## src/design/lpc_pkg.sv

```systemverilog
// ----------------------------------------------------------------------------
// lpc_pkg
// Shared types, constants and helper functions for the lidar point converter.
// ----------------------------------------------------------------------------
package lpc_pkg;

  // Request kind carried in the input tuser bit
  typedef enum logic {
    REQ_LOAD    = 1'b0,
    REQ_CONVERT = 1'b1
  } req_t;

  // Widest angle and range the design supports
  localparam int ANGLE_MAX_BITS = 24;
  localparam int RANGE_MAX_BITS = 24;

  // Q2.30 fixed point
  localparam logic [31:0] ONE_Q30     = 32'd1073741824;
  localparam logic [30:0] HALF_PI_Q30 = 31'd1686629713;

  // Output coordinate saturation limit
  localparam logic [20:0] COORD_MAX = 21'd1048575;

  // Taylor series: next-term steps and trig unit latency in cycles
  localparam int TRIG_STEPS = 7;
  localparam int TRIG_LAT   = 3 * TRIG_STEPS + 4;

  // Queue between front and back
  localparam int QDEPTH = 4;
  localparam int QAW    = 2;

  // Sine and cosine output of the trig unit, sign and magnitude form
  typedef struct packed {
    logic        s_neg;
    logic [30:0] s_mag;
    logic        c_neg;
    logic [30:0] c_mag;
  } trig_out_t;

  // Divisor that turns sine term k into term k+1
  function automatic int sin_div(input int k);
    return (2 * k + 2) * (2 * k + 3);
  endfunction

  // Divisor that turns cosine term k into term k+1
  function automatic int cos_div(input int k);
    return (2 * k + 1) * (2 * k + 2);
  endfunction

endpackage

```

## src/design/lpc_ram.sv

```systemverilog
// ----------------------------------------------------------------------------
// lpc_ram
// Generic single-write, single-read RAM with registered read data.
// ----------------------------------------------------------------------------
module lpc_ram #(
  parameter int WIDTH = 32,
  parameter int DEPTH = 64
) (
  input  logic                                      clk,
  input  logic                                      we,
  input  logic [((DEPTH > 1) ? $clog2(DEPTH) : 1)-1:0] waddr,
  input  logic [WIDTH-1:0]                          wdata,
  input  logic                                      re,
  input  logic [((DEPTH > 1) ? $clog2(DEPTH) : 1)-1:0] raddr,
  output logic [WIDTH-1:0]                          rdata
);

  logic [WIDTH-1:0] mem [DEPTH];

  // Write port
  always_ff @(posedge clk) begin
    if (we) begin
      mem[waddr] <= wdata;
    end
  end

  // Registered read port
  always_ff @(posedge clk) begin
    if (re) begin
      rdata <= mem[raddr];
    end
  end

endmodule

```

## src/design/lpc_front.sv

```systemverilog
// ----------------------------------------------------------------------------
// lpc_front
// Accepts items, keeps the beam calibration table, queues convert work.
// ----------------------------------------------------------------------------
module lpc_front #(
  parameter int BEAM_COUNT = 64,
  parameter int ANGLE_BITS = 16,
  parameter int RANGE_BITS = 20
) (
  input  logic                  clk,
  input  logic                  rst,
  // input item
  input  logic                  in_valid,
  output logic                  in_ready,
  input  lpc_pkg::req_t         req,
  input  logic [5:0]            beam_index,
  input  logic [15:0]           azimuth_offset,
  input  logic [15:0]           altitude_angle,
  input  logic [15:0]           shot_azimuth,
  input  logic [19:0]           range_mm,
  input  logic [7:0]            return_intensity,
  input  logic                  scan_end,
  // queue head toward the back end
  output logic                  q_valid,
  input  logic                  q_pop,
  output logic [ANGLE_BITS-1:0] q_h,
  output logic [ANGLE_BITS-1:0] q_alt,
  output logic [RANGE_BITS-1:0] q_range,
  output logic [7:0]            q_intensity,
  output logic                  q_last
);
  import lpc_pkg::*;

  localparam int         AW         = (BEAM_COUNT > 1) ? $clog2(BEAM_COUNT) : 1;
  localparam logic [8:0] BEAM_LIMIT = 9'(BEAM_COUNT);

  // Field extension to the maximum supported widths
  logic [ANGLE_MAX_BITS-1:0] off_ext, alt_ext, shot_ext;
  logic [RANGE_MAX_BITS-1:0] range_ext;
  logic [7:0]                beam8;
  logic [AW-1:0]             addr;
  logic                      beam_ok;
  logic                      accept;
  logic                      load_we;
  logic                      conv_acc;

  assign off_ext   = ANGLE_MAX_BITS'(azimuth_offset);
  assign alt_ext   = ANGLE_MAX_BITS'(altitude_angle);
  assign shot_ext  = ANGLE_MAX_BITS'(shot_azimuth);
  assign range_ext = RANGE_MAX_BITS'(range_mm);
  assign beam8     = 8'(beam_index);
  assign addr      = beam8[AW-1:0];
  assign beam_ok   = 9'(beam_index) < BEAM_LIMIT;

  assign accept   = in_valid && in_ready;
  assign load_we  = accept && (req == REQ_LOAD) && beam_ok;
  assign conv_acc = accept && (req == REQ_CONVERT);

  // Calibration table: {altitude, azimuth offset} per beam
  logic [2*ANGLE_BITS-1:0] cal_rdata;

  lpc_ram #(
    .WIDTH (2 * ANGLE_BITS),
    .DEPTH (BEAM_COUNT)
  ) u_cal_ram (
    .clk   (clk),
    .we    (load_we),
    .waddr (addr),
    .wdata ({alt_ext[ANGLE_BITS-1:0], off_ext[ANGLE_BITS-1:0]}),
    .re    (conv_acc),
    .raddr (addr),
    .rdata (cal_rdata)
  );

  // Lookup stage, aligned with the registered table read
  logic                  st1_valid;
  logic                  st1_ok;
  logic [ANGLE_BITS-1:0] st1_shot;
  logic [RANGE_BITS-1:0] st1_range;
  logic [7:0]            st1_int;
  logic                  st1_last;
  logic                  st1_move;
  logic                  q_full;

  assign st1_move = st1_valid && !q_full;
  assign in_ready = !st1_valid || !q_full;

  always_ff @(posedge clk) begin
    if (rst) begin
      st1_valid <= 1'b0;
    end else if (conv_acc) begin
      st1_valid <= 1'b1;
    end else if (st1_move) begin
      st1_valid <= 1'b0;
    end
  end

  always_ff @(posedge clk) begin
    if (conv_acc) begin
      st1_ok    <= beam_ok;
      st1_shot  <= shot_ext[ANGLE_BITS-1:0];
      st1_range <= range_ext[RANGE_BITS-1:0];
      st1_int   <= return_intensity;
      st1_last  <= scan_end;
    end
  end

  // Azimuth sum wraps as a binary angle; unknown beam reads as zero
  logic [ANGLE_BITS-1:0] cal_off, cal_alt, push_h;

  assign cal_off = st1_ok ? cal_rdata[ANGLE_BITS-1:0] : '0;
  assign cal_alt = st1_ok ? cal_rdata[2*ANGLE_BITS-1:ANGLE_BITS] : '0;
  assign push_h  = st1_shot + cal_off;

  // Work queue
  logic [ANGLE_BITS-1:0] qh_mem   [QDEPTH];
  logic [ANGLE_BITS-1:0] qa_mem   [QDEPTH];
  logic [RANGE_BITS-1:0] qr_mem   [QDEPTH];
  logic [7:0]            qi_mem   [QDEPTH];
  logic                  ql_mem   [QDEPTH];
  logic [QAW-1:0]        wr_ptr, rd_ptr;
  logic [QAW:0]          count;
  logic                  do_pop;

  assign q_full  = count == (QAW + 1)'(QDEPTH);
  assign q_valid = count != '0;
  assign do_pop  = q_pop && q_valid;

  always_ff @(posedge clk) begin
    if (st1_move) begin
      qh_mem[wr_ptr] <= push_h;
      qa_mem[wr_ptr] <= cal_alt;
      qr_mem[wr_ptr] <= st1_range;
      qi_mem[wr_ptr] <= st1_int;
      ql_mem[wr_ptr] <= st1_last;
    end
  end

  always_ff @(posedge clk) begin
    if (rst) begin
      wr_ptr <= '0;
      rd_ptr <= '0;
      count  <= '0;
    end else begin
      if (st1_move) begin
        wr_ptr <= wr_ptr + 1'b1;
      end
      if (do_pop) begin
        rd_ptr <= rd_ptr + 1'b1;
      end
      if (st1_move && !do_pop) begin
        count <= count + 1'b1;
      end else if (!st1_move && do_pop) begin
        count <= count - 1'b1;
      end
    end
  end

  assign q_h         = qh_mem[rd_ptr];
  assign q_alt       = qa_mem[rd_ptr];
  assign q_range     = qr_mem[rd_ptr];
  assign q_intensity = qi_mem[rd_ptr];
  assign q_last      = ql_mem[rd_ptr];

endmodule

```

## config.mk

```make
export PLATFORM = sky130hd
export DESIGN_NAME = lpc_front
export DESIGN_NICKNAME = d
export VERILOG_FILES = /design/src/design/lpc_pkg.sv /design/src/design/lpc_ram.sv /design/src/design/lpc_front.sv
export SDC_FILE = /design/constraint.sdc
export NUM_CORES = 2
export LEC_CHECK = 0
export BUFFER_PORTS_ARGS = -buffer_cell sky130_fd_sc_hd__buf_4
export CORE_MARGIN = 2
export CORE_UTILIZATION = 35
export CTS_BUF_LIST = sky130_fd_sc_hd__clkbuf_8 sky130_fd_sc_hd__clkbuf_16
export CTS_CLUSTER_DIAMETER = 80
export DETAILED_ROUTE_END_ITERATION = 7
export REMOVE_ABC_BUFFERS = 1
export SKIP_LAST_GASP = 1
export SLEW_MARGIN = 15
export SYNTH_ARGS = -nofsm -noshare
export SYNTH_HDL_FRONTEND = slang
export SYNTH_SLANG_ARGS = --single-unit
```

## constraint.sdc

```tcl
create_clock -name clk -period 4.4 [get_ports clk]
set_input_delay 0.44 -clock clk [delete_from_list [all_inputs] [get_ports clk]]
set_output_delay 0.44 -clock clk [all_outputs]
set_load 0.03 [all_outputs]
```

=== Word-level counts from Yosys, hierarchy flattened ===
Memory sizes are Yosys's and may differ from the RTL's. A register that Yosys moved wholly into a read port is not among the register bits.
Cells that the tools add are included.

* Add/sub/neg operators: 5
* Equality and inequality tests: 1
* Mux-type cells: 18
* Bitwise operators: 1
* Reduce and logical (&&, ||, !) cells: 15

{| class="wikitable"
|+ Operators with widths
! kind !! number
|-
| 2-to-1 mux 2 bit || 10
|-
| adder 16 bit || 1
|-
| logical AND 1 bit || 7
|-
| 2-to-1 mux 1 bit || 6
|-
| 2-to-1 mux 3 bit || 2
|-
| adder 2 x 1 -> 2 bit (second input constant) || 2
|-
| logical NOT 1 bit || 4
|-
| nonzero test 2 bit || 2
|-
| adder 3 x 1 -> 3 bit (second input constant) || 1
|-
| equality test 3 bit (second input constant) || 1
|-
| nonzero test 3 bit || 1
|-
| subtractor 3 x 1 -> 3 bit (second input constant) || 1
|-
| logical OR 1 bit || 1
|-
| NOT 1 bit || 1
|}

* Bits in registers: 53
* Bits in writable memories: 2292
* Bits of input ports: 88
* Output and inout port bits: 63
* Memories: 6

{| class="wikitable"
|+ Memory list
! memory !! depth !! width !! rd ports !! clocked after memory_dff !! wr ports !! RTL line !! text
|-
| u_cal_ram.mem || 64 || 32 || 1 || 1 || 1 || lpc_ram.sv:18 || <nowiki>logic [WIDTH-1:0] mem [DEPTH];</nowiki>
|-
| qr_mem || 4 || 20 || 1 || 1 || 1 || lpc_front.sv:118 || <nowiki>logic [RANGE_BITS-1:0] qr_mem [QDEPTH];</nowiki>
|-
| qa_mem || 4 || 16 || 1 || 1 || 1 || lpc_front.sv:117 || <nowiki>logic [ANGLE_BITS-1:0] qa_mem [QDEPTH];</nowiki>
|-
| qh_mem || 4 || 16 || 1 || 1 || 1 || lpc_front.sv:116 || <nowiki>logic [ANGLE_BITS-1:0] qh_mem [QDEPTH];</nowiki>
|-
| qi_mem || 4 || 8 || 1 || 1 || 1 || lpc_front.sv:119 || <nowiki>logic [7:0] qi_mem [QDEPTH];</nowiki>
|-
| ql_mem || 4 || 1 || 1 || 1 || 1 || lpc_front.sv:120 || <nowiki>logic ql_mem [QDEPTH];</nowiki>
|}

=== Logic depth before layout (Yosys ltp) ===
* Word-level depth: 7
* Depth in mapped cells: 12
* Gate-level depth less buffers: 8

=== By module ===
A second synthesis with hierarchy kept.

* Cells, all modules: 3841
* Area total of the unflattened synthesis: 90254.1 um^2

{| class="wikitable"
|+ Modules (own cells, without submodules)
! module !! times used !! cells an instance !! area an instance (um^2)
|-
| lpc_ram || 1 || 3324 || 78835.6
|-
| lpc_front || 1 || 517 || 11418.5
|}

=== Worst setup path before layout ===
OpenSTA, ideal clock, no wires.

* Kind: input to register
* From: input beam_index[2]
* To: memory u_cal_ram.mem[10][0] (enable)
* Arrival: 3.112 ns
* Required time: 3.979 ns
* Slack: 0.867 ns
* Cell stages on the path: 7
* Path buffers: 4
* Cells stage by stage: buf_6 -> buf_6 -> nor3b_1 -> buf_2 -> buf_2 -> nand2_1 -> nor2_1

{| class="wikitable"
|+ RTL lines
! item !! RTL line !! text
|-
| from (decl) || lpc_front.sv:16 || <nowiki>input logic [5:0] beam_index,</nowiki>
|-
| to (decl) || lpc_ram.sv:18 ||
|}

Straight into the memory's write port.

==> results.toml <==
[status]
outcome = "complete, no violations"

[timing]
post-route-period-util_pct = 78.5
fin_tns_setup_ns = 0
maxSlewViolCount = 0
grt_setup_unrepaired = "false"
clock.fmax_ghz = 0.290
hold-worst-slack_ns = 0.117
hold_viol = 0
setup_viol = 0
fin_worst_skew_ns = 0.0700
relSlewSlack_pct = 16.9
worstMarginPinSlew_ns = 1.24
min_period_ns = 3.45

[finish]
drive_gt1_share_pct = 23.5
syn_to_final_growth_pct = 16.6
final_area_sq_um = 106000
num-fill-cells = 22600
stdcell_count = 8627
final_nets = 5160

[place]
hpwl_mm = 177
port_buffers = 150
place_area_sq_um = 98200
post-place-cells = 8156
globalplace.congestion = 0.944

[clock_tree]
cts_tree = "done"
cts_sinks = 2379
clk_latency_ns = 0.91
cts_root_buf = "clkbuf_16"
path_clk_slew_ns = 0.06
clockBufferDepth = 3
cts_setup_buffers = 0
htreeDepth = 4
cts_buffers = 226

[route]
wl_per_cell_microns = 34.1
wl_mm = 294
drc = 0
drt_iter0_drc = 8736
first_pass_iters = 6
ant_nets = 0
num_vias = 51400
viasPerCell = 5.96

[global_routing]
grt_max_degree = 71
grt_pass1_vias = 48900
globalRouteMet2Util_pct = 32.2
use_met3_pct = 6.37
grt_pass1_wl_mm = 401
use_met1_pct = 29.8
antenna_found_initial = 33
busiest_layer = "met2"
grt.total_usage_pct = 21.8
grt_overflow = 0

[synthesis]
yosys.area.top_type_share_pct = 78.4
ys.flop_type = "edfxtp_1"
synth_edf_count = 2369
ys_ff_latch = 2379
yosysMostFrequentCell = "edfxtp_1"
synth_area_leaders = "edfxtp_1, mux4_2, mux2i_1, a221oi_1, mux2_2"
yosys.area.top_type = "edfxtp_1"
async_reset_ff_share_pct = 0
syn_area_sq_um = 90700
synth_common_cells = "edfxtp_1, mux4_2, mux2i_1"
yosysSeqAreaShare_pct = 78.6
netlist-cell-type-count = 66
avgSynthCellArea_sq_um = 19.7
syn_inst = 4600
yosysWarnings = 0

[die]
start_util_pct = 35.3
die_area_sq_um = 263000
io_pins = 151
rows = 186
die_y_microns = 513
die_w_microns = 513
core_area_sq_um = 257000

[setup_path]
critPathRequiredTime_ns = 5.05
path_max_fanout = 37
cp-end-kind = "flip-flop"
worst_setup_path_start_kind = "input pin"
cp.arrival_ns = 4.10
crit_type = "in2reg"

[pwr]
cellPowerDensity_nw_per_um2 = 458
vdd_drop_max_uv = 450
leakage_nw = 33.6

[min_path]
hold_path_class = "in2reg"

[job]
maxCapViolCount = 0
-- registers in the layout (all words and copies together), names as in the netlist, named ones only --
name,cells
st1_valid,1
st1_last,1
wr_ptr,2
st1_shot,16
st1_range,20
qa_mem,64
rd_ptr,2
qh_mem,64
u_cal_ram.mem,2048
qr_mem,80
qi_mem,32
count,3
u_cal_ram.rdata,32
st1_int,8
ql_mem,4
-- cell families (layout without fill, tap and decap cells) --
group	after synthesis	after routing	share of synthesized area, %
DFF	2379	2379	78.6
AOI/OAI and AO/OA	869	869	6.81
muxes	578	578	10.1
and+or+nand+nor	431	431	2.13
buffers and inverters	304	937	1.85
adders and majority gates	22	22	0.320
xor gates and xnor gates	17	17	0.164
other	0	10	0
-- report_power, final --
part	internal (W)	total [W]	switching (W)
Sequential	0.0252	0.0254	0.000212
Combinational	0.00150	0.00426	0.00276
Clock	0.0102	0.0188	0.00859
-- final cells by class --
cell class | instances | area, sq um | area share [%]
clock buffer | 228 | 5710 | 5.39
antenna | 10 | 25.0 | 0.0236
tap | 3384 | 4230 | 4.00
multi-input combinational | 1917 | 18300 | 17.3
inverter | 13 | 58.8 | 0.0556
clock inverter | 183 | 1370 | 1.29
timing repair buffer | 513 | 4780 | 4.52
sequential | 2379 | 71300 | 67.4
-- path summary, 6_finish.rpt --
path         slack [ns]                               to  cells after the start                     from
max reg2reg        1.19   u_cal_ram.mem[47][2]$_DFFE_PP_                      9    count[0]$_SDFFE_PP0P_
max                0.95     u_cal_ram.rdata[4]$_DFFE_PP_                      9            beam_index[2]
min                0.12  u_cal_ram.mem[12][18]$_DFFE_PP_                      1        altitude_angle[2]
min reg2reg        0.48          qr_mem[3][12]$_DFFE_PP_                      0  st1_range[12]$_DFFE_PP_
-- cell usage in the layout, fill, tap and decap left out, types with 63 or more instances in the layout --
master     synthesis  layout
clkinv_1           0      73
mux4_2           259     259
edfxtp_1        2369    2369
nor2_4             0      67
mux2_2           116     116
mux2i_1          201     201
buf_4             40     396
a21oi_1          145     145
a221oi_1         191     191
clkbuf_16          0     228
buf_12             0      63
nor2_1           192     122
o21ai_0          113     112
a22oi_1          153     153
o22ai_1           79      79
nand2_1          114     113
-- critical path, stage by stage --
cell and delay [ns]:
buf_8 0.36, buf_4 0.45, nor2_4 0.23, buf_4 0.31, a221oi_1 0.47, nor2_1 0.09, o21ai_0 0.92, nand4_1 0.16
or4b_1 0.51
-- through the flow --
| stage | total power [W] | util, % | setup slack [ns] |
|---|---|---|---|
| floorplan | 0.0278 | - | 0.282 |
| global placement | 0.0300 | 38.2 | 0.199 |
| detailed placement | 0.0300 | 38.2 | 0.150 |
| CTS | 0.0486 | 41.1 | 0.956 |
| global route | 0.0497 | 41.1 | 0.857 |
| finish | 0.0485 | 41.1 | 0.948 |
-- timing repair --
action                    CTS  global route
gates resized for setup     0             0
hold endpoints to repair   55             0
hold buffers               50             0
-- routing by layer --
layer  wire (microns)  vias up  share of wire (%)
met5              184        -              0.063
met4            14100       26                4.8
met3            37800      645                 13
met2           129000     3624                 44
met1           113000    27000                 39
li1                 -    20100                  -
(Power assumes the default switching activity.)
